[src/hw/rtl/fbpfl_pkg.sv]
// Package for the fixed block pool free list.
// Holds the link entry type, request and status codes, and the store geometry.
// No dependencies.
package fbpfl_pkg;

    localparam int unsigned IDX_W       = 8;
    localparam int unsigned STORE_DEPTH = 256;
    localparam int unsigned COUNT_W     = 9;
    localparam int unsigned STATUS_W    = 2;

    typedef logic [IDX_W-1:0] idx_t;

    typedef struct packed {
        logic null_bit;
        idx_t idx;
    } link_t;

    localparam int unsigned LINK_W = $bits(link_t);

    localparam link_t LINK_NULL = '{null_bit: 1'b1, idx: '0};

    typedef enum logic [1:0] {
        REQ_ALLOC    = 2'd0,
        REQ_FREE     = 2'd1,
        REQ_READ_LINK = 2'd2,
        REQ_SET_LINK = 2'd3
    } req_t;

    typedef enum logic [STATUS_W-1:0] {
        ST_OK         = 2'd0,
        ST_POOL_EMPTY = 2'd1,
        ST_NULL_CHUNK = 2'd2
    } status_t;

    typedef struct packed {
        logic    link_null;
        idx_t    link_index;
        logic    chunk_null;
        idx_t    chunk_index;
        req_t    req_type;
    } req_item_t;

    typedef struct packed {
        status_t status;
        logic    result_null;
        idx_t    result_index;
    } rsp_item_t;

endpackage

[src/hw/rtl/fbpfl_ram.sv]
// Generic single write port, single read port RAM with registered read data.
// Used for the link store of the free list. No dependencies.
module fbpfl_ram #(
    parameter int unsigned WIDTH = 9,
    parameter int unsigned DEPTH = 256
) (
    input  logic                     aclk,
    input  logic                     we,
    input  logic [$clog2(DEPTH)-1:0] waddr,
    input  logic [WIDTH-1:0]         wdata,
    input  logic                     re,
    input  logic [$clog2(DEPTH)-1:0] raddr,
    output logic [WIDTH-1:0]         rdata
);

    logic [WIDTH-1:0] mem [DEPTH];
    logic [WIDTH-1:0] rdata_reg;

    always_ff @(posedge aclk) begin
        if (we) begin
            mem[waddr] <= wdata;
        end
        if (re) begin
            rdata_reg <= mem[raddr];
        end
    end

    assign rdata = rdata_reg;

endmodule

[src/hw/rtl/fixed_block_pool_free_list.sv]
// Top level of the fixed block pool free list.
// Depends on fbpfl_pkg and fbpfl_ram.
//
// Usage:
//   The s_ channel takes one request per transaction: alloc, free, read link
//   or set link. The m_ channel returns exactly one response per request, in
//   order: a chunk index, a null flag and a status code.
//   cfg_we/cfg_wdata write chunk_count (clamped to 1..MAX_CHUNKS) and rebuild
//   the free chain 0, 1, ..., count-1 with the head at chunk 0. Write it only
//   while no request is in flight.
// Pipeline and throughput:
//   Requests pass the execute register, then the output register. One request
//   per cycle is sustained while m_tready is high: the link store read is
//   issued at the accept edge, the executing request's new head is forwarded
//   to the read address, and its store write is bypassed to a read of that entry.
// Reset:
//   chunk_count returns to MAX_CHUNKS and the chain is rebuilt at once: a
//   per-entry valid bit makes unwritten entries read their chain value.
// Stall:
//   With m_tready low both registers hold; s_tready drops once both are full.
module fixed_block_pool_free_list #(
    parameter int unsigned MAX_CHUNKS = 256
) (
    input  logic        aclk,
    input  logic        aresetn,
    // s_tdata: req_type[1:0], chunk_index[9:2], chunk_null[10],
    //          link_index[18:11], link_null[19], zero fill[23:20]
    input  logic        s_tvalid,
    output logic        s_tready,
    input  logic [23:0] s_tdata,
    // m_tdata: result_index[7:0], result_null[8], status[10:9],
    //          zero fill[15:11]
    output logic        m_tvalid,
    input  logic        m_tready,
    output logic [15:0] m_tdata,
    input  logic        cfg_we,
    input  logic [8:0]  cfg_wdata
);

    localparam int unsigned REQ_BITS = $bits(fbpfl_pkg::req_item_t);
    localparam int unsigned RSP_BITS = $bits(fbpfl_pkg::rsp_item_t);

    // Control and state
    logic                                   ex_valid_reg, ex_valid_next;
    logic                                   out_valid_reg, out_valid_next;
    fbpfl_pkg::link_t                       head_reg, head_next;
    logic [fbpfl_pkg::COUNT_W-1:0]          count_reg, count_next;
    logic [fbpfl_pkg::STORE_DEPTH-1:0]      vld_reg, vld_next;

    // Executing request
    fbpfl_pkg::req_item_t                   ex_req_reg;
    fbpfl_pkg::idx_t                        ex_addr_reg;
    logic                                   ex_vld_reg;
    logic                                   ex_byp_reg;
    fbpfl_pkg::link_t                       ex_byp_data_reg;

    fbpfl_pkg::rsp_item_t                   out_reg, rsp;

    fbpfl_pkg::req_item_t                   in_req;
    logic                                   accept, ex_adv, ex_fire;
    fbpfl_pkg::idx_t                        rd_addr;
    fbpfl_pkg::link_t                       head_fwd;

    logic                                   we;
    fbpfl_pkg::idx_t                        waddr;
    fbpfl_pkg::link_t                       wdata;
    logic [fbpfl_pkg::LINK_W-1:0]           ram_q;
    fbpfl_pkg::link_t                       entry, reset_entry;
    logic [fbpfl_pkg::COUNT_W-1:0]          addr_plus1;
    logic [fbpfl_pkg::COUNT_W-1:0]          cfg_clamped;
    logic                                   wr_hit;

    assign in_req   = fbpfl_pkg::req_item_t'(s_tdata[REQ_BITS-1:0]);
    assign ex_adv   = !out_valid_reg || m_tready;
    assign ex_fire  = ex_valid_reg && ex_adv;
    assign s_tready = !ex_valid_reg || ex_adv;
    assign accept   = s_tvalid && s_tready;

    // Alloc reads the entry at the head as it stands after the executing request
    assign head_fwd = ex_fire ? head_next : head_reg;
    assign rd_addr  = (in_req.req_type == fbpfl_pkg::REQ_ALLOC) ? head_fwd.idx
                                                                : in_req.chunk_index;
    assign wr_hit   = ex_fire && we && (waddr == rd_addr);

    fbpfl_ram #(
        .WIDTH(fbpfl_pkg::LINK_W),
        .DEPTH(fbpfl_pkg::STORE_DEPTH)
    ) u_link_store (
        .aclk (aclk),
        .we   (ex_fire && we),
        .waddr(waddr),
        .wdata(wdata),
        .re   (accept),
        .raddr(rd_addr),
        .rdata(ram_q)
    );

    // Unwritten entries read as their place in the rebuilt chain
    assign addr_plus1  = {1'b0, ex_addr_reg} + fbpfl_pkg::COUNT_W'(1);
    assign reset_entry = (addr_plus1 < count_reg)
                       ? '{null_bit: 1'b0, idx: addr_plus1[fbpfl_pkg::IDX_W-1:0]}
                       : fbpfl_pkg::LINK_NULL;

    always_comb begin
        priority if (ex_byp_reg) begin
            entry = ex_byp_data_reg;
        end else if (ex_vld_reg) begin
            entry = fbpfl_pkg::link_t'(ram_q);
        end else begin
            entry = reset_entry;
        end
    end

    // Execute
    always_comb begin
        rsp       = '{status: fbpfl_pkg::ST_OK, result_null: 1'b0, result_index: '0};
        head_next = head_reg;
        we        = 1'b0;
        waddr     = ex_req_reg.chunk_index;
        wdata     = fbpfl_pkg::LINK_NULL;
        priority if (ex_req_reg.req_type == fbpfl_pkg::REQ_ALLOC) begin
            if (head_reg.null_bit) begin
                rsp.status      = fbpfl_pkg::ST_POOL_EMPTY;
                rsp.result_null = 1'b1;
            end else begin
                rsp.result_index = head_reg.idx;
                head_next        = entry;
                we               = 1'b1;
                waddr            = head_reg.idx;
                wdata            = fbpfl_pkg::LINK_NULL;
            end
        end else if (ex_req_reg.chunk_null) begin
            rsp.status      = fbpfl_pkg::ST_NULL_CHUNK;
            rsp.result_null = 1'b1;
        end else begin
            unique case (ex_req_reg.req_type)
                fbpfl_pkg::REQ_FREE: begin
                    we        = 1'b1;
                    wdata     = head_reg;
                    head_next = '{null_bit: 1'b0, idx: ex_req_reg.chunk_index};
                end
                fbpfl_pkg::REQ_READ_LINK: begin
                    rsp.result_null  = entry.null_bit;
                    rsp.result_index = entry.null_bit ? '0 : entry.idx;
                end
                fbpfl_pkg::REQ_SET_LINK: begin
                    we    = 1'b1;
                    wdata = ex_req_reg.link_null
                          ? fbpfl_pkg::LINK_NULL
                          : '{null_bit: 1'b0, idx: ex_req_reg.link_index};
                    rsp.result_index = ex_req_reg.chunk_index;
                end
                default: begin
                    rsp = rsp;
                end
            endcase
        end
    end

    always_comb begin
        cfg_clamped = cfg_wdata;
        if (cfg_wdata == '0) begin
            cfg_clamped = fbpfl_pkg::COUNT_W'(1);
        end else if (cfg_wdata > fbpfl_pkg::COUNT_W'(MAX_CHUNKS)) begin
            cfg_clamped = fbpfl_pkg::COUNT_W'(MAX_CHUNKS);
        end
    end

    always_comb begin
        ex_valid_next  = ex_valid_reg;
        out_valid_next = out_valid_reg;
        count_next     = count_reg;
        vld_next       = vld_reg;
        if (ex_fire) begin
            ex_valid_next = 1'b0;
        end
        if (accept) begin
            ex_valid_next = 1'b1;
        end
        if (ex_fire) begin
            out_valid_next = 1'b1;
        end else if (m_tready) begin
            out_valid_next = 1'b0;
        end
        if (ex_fire && we) begin
            vld_next[waddr] = 1'b1;
        end
        if (cfg_we) begin
            count_next = cfg_clamped;
            vld_next   = '0;
        end
    end

    always_ff @(posedge aclk) begin
        if (!aresetn) begin
            ex_valid_reg  <= 1'b0;
            out_valid_reg <= 1'b0;
            count_reg     <= fbpfl_pkg::COUNT_W'(MAX_CHUNKS);
            vld_reg       <= '0;
            head_reg      <= '{null_bit: 1'b0, idx: '0};
        end else begin
            ex_valid_reg  <= ex_valid_next;
            out_valid_reg <= out_valid_next;
            count_reg     <= count_next;
            vld_reg       <= vld_next;
            if (cfg_we) begin
                head_reg <= '{null_bit: 1'b0, idx: '0};
            end else if (ex_fire) begin
                head_reg <= head_next;
            end
        end
    end

    // Payload registers
    always_ff @(posedge aclk) begin
        if (accept) begin
            ex_req_reg      <= in_req;
            ex_addr_reg     <= rd_addr;
            ex_vld_reg      <= vld_reg[rd_addr] || wr_hit;
            ex_byp_reg      <= wr_hit;
            ex_byp_data_reg <= wdata;
        end
        if (ex_fire) begin
            out_reg <= rsp;
        end
    end

    assign m_tvalid = out_valid_reg;
    assign m_tdata  = {{(16 - RSP_BITS){1'b0}}, out_reg};

    // Checks
    a_err_is_null: assert property (@(posedge aclk) disable iff (!aresetn)
        (m_tvalid && out_reg.status != fbpfl_pkg::ST_OK) |->
            (out_reg.result_null && out_reg.result_index == '0))
        else $error("error response without null result");

    a_cfg_head: assert property (@(posedge aclk) disable iff (!aresetn)
        cfg_we |=> (head_reg.null_bit == 1'b0 && head_reg.idx == '0 && vld_reg == '0))
        else $error("chain not rebuilt after chunk_count write");

    a_ex_hold: assert property (@(posedge aclk) disable iff (!aresetn)
        (ex_valid_reg && !ex_adv) |=> (ex_valid_reg && $stable(ex_req_reg)))
        else $error("stalled request lost");

    a_wr_valid: assert property (@(posedge aclk) disable iff (!aresetn)
        (ex_fire && we && !cfg_we) |=> vld_reg[$past(waddr)])
        else $error("written entry not marked valid");

    a_alloc_ok: assert property (@(posedge aclk) disable iff (!aresetn)
        (ex_fire && ex_req_reg.req_type == fbpfl_pkg::REQ_ALLOC && !head_reg.null_bit)
            |=> (m_tvalid && out_reg.status == fbpfl_pkg::ST_OK && !out_reg.result_null))
        else $error("alloc from non-empty pool failed");

endmodule

[config.mk]
export PLATFORM = sky130hd
export DESIGN_NAME = fixed_block_pool_free_list
export DESIGN_NICKNAME = d
export VERILOG_FILES = /design/src/hw/rtl/fbpfl_pkg.sv /design/src/hw/rtl/fbpfl_ram.sv /design/src/hw/rtl/fixed_block_pool_free_list.sv
export SDC_FILE = /design/constraint.sdc
export NUM_CORES = 2
export LEC_CHECK = 0
export ABC_CLOCK_PERIOD_IN_PS = 14800
export BUFFER_PORTS_ARGS = -buffer_cell sky130_fd_sc_hd__buf_2
export CAP_MARGIN = 10
export CORE_UTILIZATION = 50
export DETAILED_ROUTE_END_ITERATION = 7
export PLACE_DENSITY = 0.65
export SYNTH_ARGS = -nofsm -noshare
export SYNTH_HDL_FRONTEND = slang
export SYNTH_HIERARCHICAL = 1
export SYNTH_SLANG_ARGS = --single-unit
[constraint.sdc]
create_clock -name aclk -period 14.8 [get_ports aclk]
set_input_delay 2.96 -clock aclk [delete_from_list [all_inputs] [get_ports aclk]]
set_output_delay 2.96 -clock aclk [all_outputs]
set_load 0.005 [all_outputs]
* After elaboration in Yosys (flattened, before gate mapping)
Memories as Yosys holds them, arrays and structs flattened. A register that Yosys moved wholly into a read port is not among the register bits.
Cells that the tools add are included.
W data, S select, Z words.
** Cells by class
- Add/sub/neg operators :: 1
- $lt $le $gt $ge :: 5
- Equal/unequal tests :: 5
- Muxes and demuxes :: 39
- Bitwise logic cells :: 2
- Reduce and logical (&&, ||, !) cells :: 19
** Operators with widths (number)
- $or A256 B256 Y256 :: 1
- $mux W9 :: 12
- $mux W8 :: 7
- $lt A8 B9 Y1 const B :: 2
- $pmux W9 S2 :: 1
- $pmux W8 S2 :: 1
- $mux W1 :: 13
- $mux W11 :: 1
- $add A8 B1 Y9 const B :: 1
- $gt A9 B9 Y1 const B :: 1
- $logic_not A9 Y1 :: 1
- $lt A9 B9 Y1 :: 1
- $bmux W1 S8 :: 1
- $demux W1 S8 :: 1
- $eq A8 B8 Y1 :: 1
- $ge A8 B1 Y1 const B :: 1
- $reduce_bool A2 Y1 :: 3
- $logic_and A1 B1 Y1 :: 5
- $eq A2 B2 Y1 const B :: 2
- $logic_not A2 Y1 :: 2
- $reduce_or A2 Y1 :: 2
- $logic_or A1 B1 Y1 :: 3
- $mux W3 :: 1
- $reduce_and A3 Y1 :: 1
- other kinds (5) :: 6
** Word-level totals
- Register bits :: 326
- Bits in writable memories :: 2304
- Output and inout bits :: 18
- Logic and storage cells :: 91
- Memories kept :: 1
** Memories
- u_link_store.mem :: words 256, bits a word 9, read ports 1, clocked after Yosys merged registers in 1, write ports 1, RTL line fbpfl_ram.sv:16 : logic [WIDTH-1:0] mem [DEPTH];

* Longest topological paths before layout
- Depth in word-level cells :: 12
- Mapped depth :: 25
- Depth with buffers taken out :: 17

* Modules after synthesis
The synthesis kept the hierarchy.
** By module, submodules not included
- fbpfl_ram :: times used 1, cells an instance 4237, area an instance 89368.2 um2, sequential area each 69456.6 um2
- fixed_block_pool_free_list :: times used 1, cells an instance 1740, area an instance 14497.7 um2, sequential area each 7026.7 um2

* Worst setup path before layout
OpenSTA, ideal clock, no wires.
- Kind :: register -> register
- Start point :: register ex_req_reg[1] (netlist bit)
- End point :: register ex_byp_data_reg[2] (netlist bit) (data pin)
- Data arrival time :: 7.867 ns
- Data required time :: 13.222 ns
- Setup slack :: 5.355 ns
- Stages on the path, launching flop included :: 6
- Cell sequence :: edfxtp_1 > buf_2 > nor2b_1 > clkbuf_1 > nand2_1 > a21oi_1
** RTL lines
- start, declared :: RTL line fixed_block_pool_free_list.sv:51 : fbpfl_pkg::req_item_t ex_req_reg;
- start signal, assigned :: RTL line fixed_block_pool_free_list.sv:217 : ex_req_reg <= in_req;
- end signal, assigned :: RTL line fixed_block_pool_free_list.sv:221 : ex_byp_data_reg <= wdata;
- end, declared :: RTL line fixed_block_pool_free_list.sv:55 : fbpfl_pkg::link_t ex_byp_data_reg;

* Worst setup path in the final report
- Start point :: input m_tready
- End point :: register u_link_store.rdata_reg[8], in the netlist u_link_store/rdata[8] (read register of u_link_store.mem) (data pin)
** On the way
- Longest elaborated chain between the ends :: 4
- Elaborated cells between the ends (all ways) :: 6
- Classes of those cells :: mux: 2; reduce/logical: 4
** Ends and longest elaborated chain
- start, declared :: RTL line fixed_block_pool_free_list.sv:34 : input logic m_tready,
- $logic_or A1 B1 Y1 (*) :: RTL line fixed_block_pool_free_list.sv:74 : assign ex_adv = !out_valid_reg || m_tready;
- $logic_and A1 B1 Y1 :: RTL line fixed_block_pool_free_list.sv:75 : assign ex_fire = ex_valid_reg && ex_adv;
- $mux W8
- $mux W8 :: RTL line fixed_block_pool_free_list.sv:81 : assign rd_addr = (in_req.req_type == fbpfl_pkg::REQ_ALLOC) ? head_fwd.idx
- end, declared :: RTL line fbpfl_ram.sv:17 : logic [WIDTH-1:0] rdata_reg;
Mark *: on every way between the ends. The rest lies on a longest branch, timed or not.
A chain may end at the register's enable or synchronous reset.

==> impl_metrics.json <==
{
  "drt.antenna.violating_nets": 0,
  "fin_worst_hold_slack_ps": 460,
  "cts_num_sinks": 2639,
  "worst-slew-pin-transition_ps": 1510,
  "worst_ir_drop_vdd_mv": 0.125,
  "netlist_instances": 5977,
  "static-leakage-power_uw": 0.0343,
  "htree_levels": 5,
  "setup-violations-final": 0,
  "timing.final.crit_period_ps": 8800,
  "timing.slew.headroom_pct": -0.384,
  "achievable_freq_mhz": 114,
  "post_drt_via_cell_ratio": 6.39,
  "timing_worst_setup_path_type": "primary input to flop",
  "instances_no_fill": 8937,
  "cts_hold_buf": 0,
  "intPower_uw": 12200,
  "crit_arrival_ps": 9440,
  "synth.top_cells.by_area": "edfxtp_1, mux4_2, dfxtp_1",
  "buffer_ports.inserted": 46,
  "crit_start": "m_tready",
  "initial_utilization_pct": 50.6,
  "postSynth.topFlopCell": "edfxtp_1",
  "clk_path_buf_depth": 4,
  "placeableCoreArea_sq_um": 205000,
  "share_of_final_layout_standard_cells_stronger_than_drive_strength_1_pct": 17.6,
  "place_worst_setup_slack_ps": 5350,
  "seq_power_share_pct": 51.5,
  "outcome": "finished, violations left",
  "tritoncts.num_buffers": 286,
  "post-synth-top-count-cell": "edfxtp_1",
  "power.share.clock_pct": 42.1,
  "setup_ws_ps": 6000,
  "insertion_delay_ps": 950,
  "clock-skew-final_ps": 65.7,
  "swShare_pct": 22.2,
  "largest_register_ffs": 2304,
  "worst_setup_path_end_kind": "flop",
  "maxSlewViolCount": 12,
  "cellPowerDensity_nw_per_um2": 136,
  "total_switching_power_uw": 3490,
  "cp_data_required_time_ps": 15440,
  "ctsRootBufferMaster": "clkbuf_16",
  "synth_warnings": 6,
  "clk_pin_slew_ps": 60,
  "core.rowCount": 166,
  "drt-total-wl_um": 267000,
  "critical_path.reg2reg.startpoint": "ex_addr_reg[0]",
  "placed_cells_incl_taps": 8459,
  "final_hold_viol_count": 0,
  "detailed_route_drc_error_count": 0,
  "rsz0062_at_grt": "false",
  "worst_setup_path_start_kind": "primary input",
  "violations_in_the_final_reports": "slew limit",
  "gr-usage-all-layers_pct": 25.3,
  "setup_total_negative_slack_ps": 0,
  "dp_hpwl_um": 156000,
  "timing.max_cap.violations": 0,
  "routed-via-count": 57100,
  "synth_seq_area_share_pct": 73.6,
  "critPathMaxFanout": 89,
  "post-cts-setup-buffers": 0,
  "fp.dieArea_sq_um": 210000,
  "grt_max_degree": 237,
  "fin_crit_sh_pct": 59.4,
  "grt_first_pass_wirelength_um": 386000,
  "detail_route.first_pass.iterations": 6,
  "top_level_ports": 56,
  "synthTopCellsByCount": "edfxtp_1, nor2_1, mux4_2",
  "grt_pass1_vias": 56100,
  "utilization_pct": 56.1,
  "netlist.area_leader.share_pct": 68.3,
  "min-delay-start": "vld_reg[8]",
  "routabilityCongestion": 0.882,
  "ys_seq_elements": 2639,
  "fillers": 15500,
  "post_cts.resized_instances": 0,
  "synthesis.area_per_instance_sq_um": 17.4,
  "die_ht_um": 458,
  "synth_edf_count": 2363,
  "cts_tree": "yes",
  "die_width_um": 458,
  "netlist-cell-type-count": 88,
  "synth_top_cell_by_area": "edfxtp_1",
  "syn_area_sq_um": 104000,
  "detail_route.iter0.violations": 7137,
  "synth-async-reset-ratio_pct": 0,
  "wl_per_cell_um": 29.8,
  "hold_class": "flop to flop",
  "final_net_count": 6107,
  "gr-total-overflow": 0,
  "antenna_found_initial": 12,
  "combinationalPowerShare_pct": 6.4,
  "area_growth_syn_to_layout_pct": 10.9
}
-- metal layers --
metal / global-route usage, % / wire [um] / vias to the layer above
li1: - / - / 24000
met1: 35.6 / 107000 / 29700
met2: 39.3 / 125000 / 2836
met3: 4.97 / 24900 / 548
met4: 9.31 / 9830 / 4
met5: 0 / 21 / -
-- cell families after synthesis --
family                   Yosys count  synth area share [%]
other                              1               0.00361
multiplexers                     765                  13.2
flip-flops                      2639                  73.6
AO/OA/AOI/OAI                    951                  5.81
XOR/XNOR                          13                 0.110
AND/OR/NAND/NOR                 1179                  4.95
adder cells (fa/ha/maj)            9                 0.108
buffers and inverters            420                  2.18
-- critical path: stages --
cell	delay, ps
buf_2	80
nor2b_1	80
nor4_4	610
o22ai_2	190
a211oi_4	260
buf_4	290
nand2_4	430
inv_8	800
buf_4	720
and2_2	440
buf_4	400
buf_4	400
a22oi_1	180
a21oi_1	390
nor4_1	220
nor4_1	710
-- per-stage QoR --
stage / total power, uW / area [sq um]
after CTS: 15800 / 115000
after floorplan: 8910 / 104000
after global placement: 9240 / 107000
after detailed placement: 9250 / 107000
final: 15700 / 115000
after global routing: 16100 / 115000
-- layout make-up --
class / instances / area [sq um] / share of cell area, %
well taps: 2688 / 3360 / 2.92
clock inverters: 104 / 773 / 0.671
clock buffers: 368 / 7730 / 6.71
repair buffers: 174 / 1320 / 1.15
diodes: 5 / 12.5 / 0.0109
inverters: 37 / 164 / 0.142
flip-flops and latches: 2639 / 76500 / 66.4
multi-input cells: 2922 / 25400 / 22.0
-- layout by cell type (no fill, tap or decap), drive strengths merged, types with 85 or more instances in the layout --
cell type	instances
clkbuf	368
a21oi	390
mux4	478
mux2i	258
o21ai	99
clkinv	85
nand3	92
nand2	217
dfxtp	276
nor2	640
buf	174
a22oi	179
edfxtp	2363
-- final timing paths --
check / end / slack [ps] / depth (start not counted)
hold reg to reg: vld_reg[8] / 460 / 2
setup reg to reg: u_link_store/rdata[8] / 6700 / 20
setup / recovery: u_link_store/rdata[8] / 6000 / 16
hold / removal: vld_reg[8] / 460 / 2
-- power groups by stage --
stage | registers (uW) | clock network (uW) | logic (uW)
final | 8090 | 6610 | 1010
after global routing | 8090 | 6980 | 1060
after CTS | 8090 | 6710 | 1000
after detailed placement | 8250 | 0 | 1000
after global placement | 8250 | 0 | 994
after floorplan | 8250 | 0 | 662
Power figures use the tool's default switching activity.
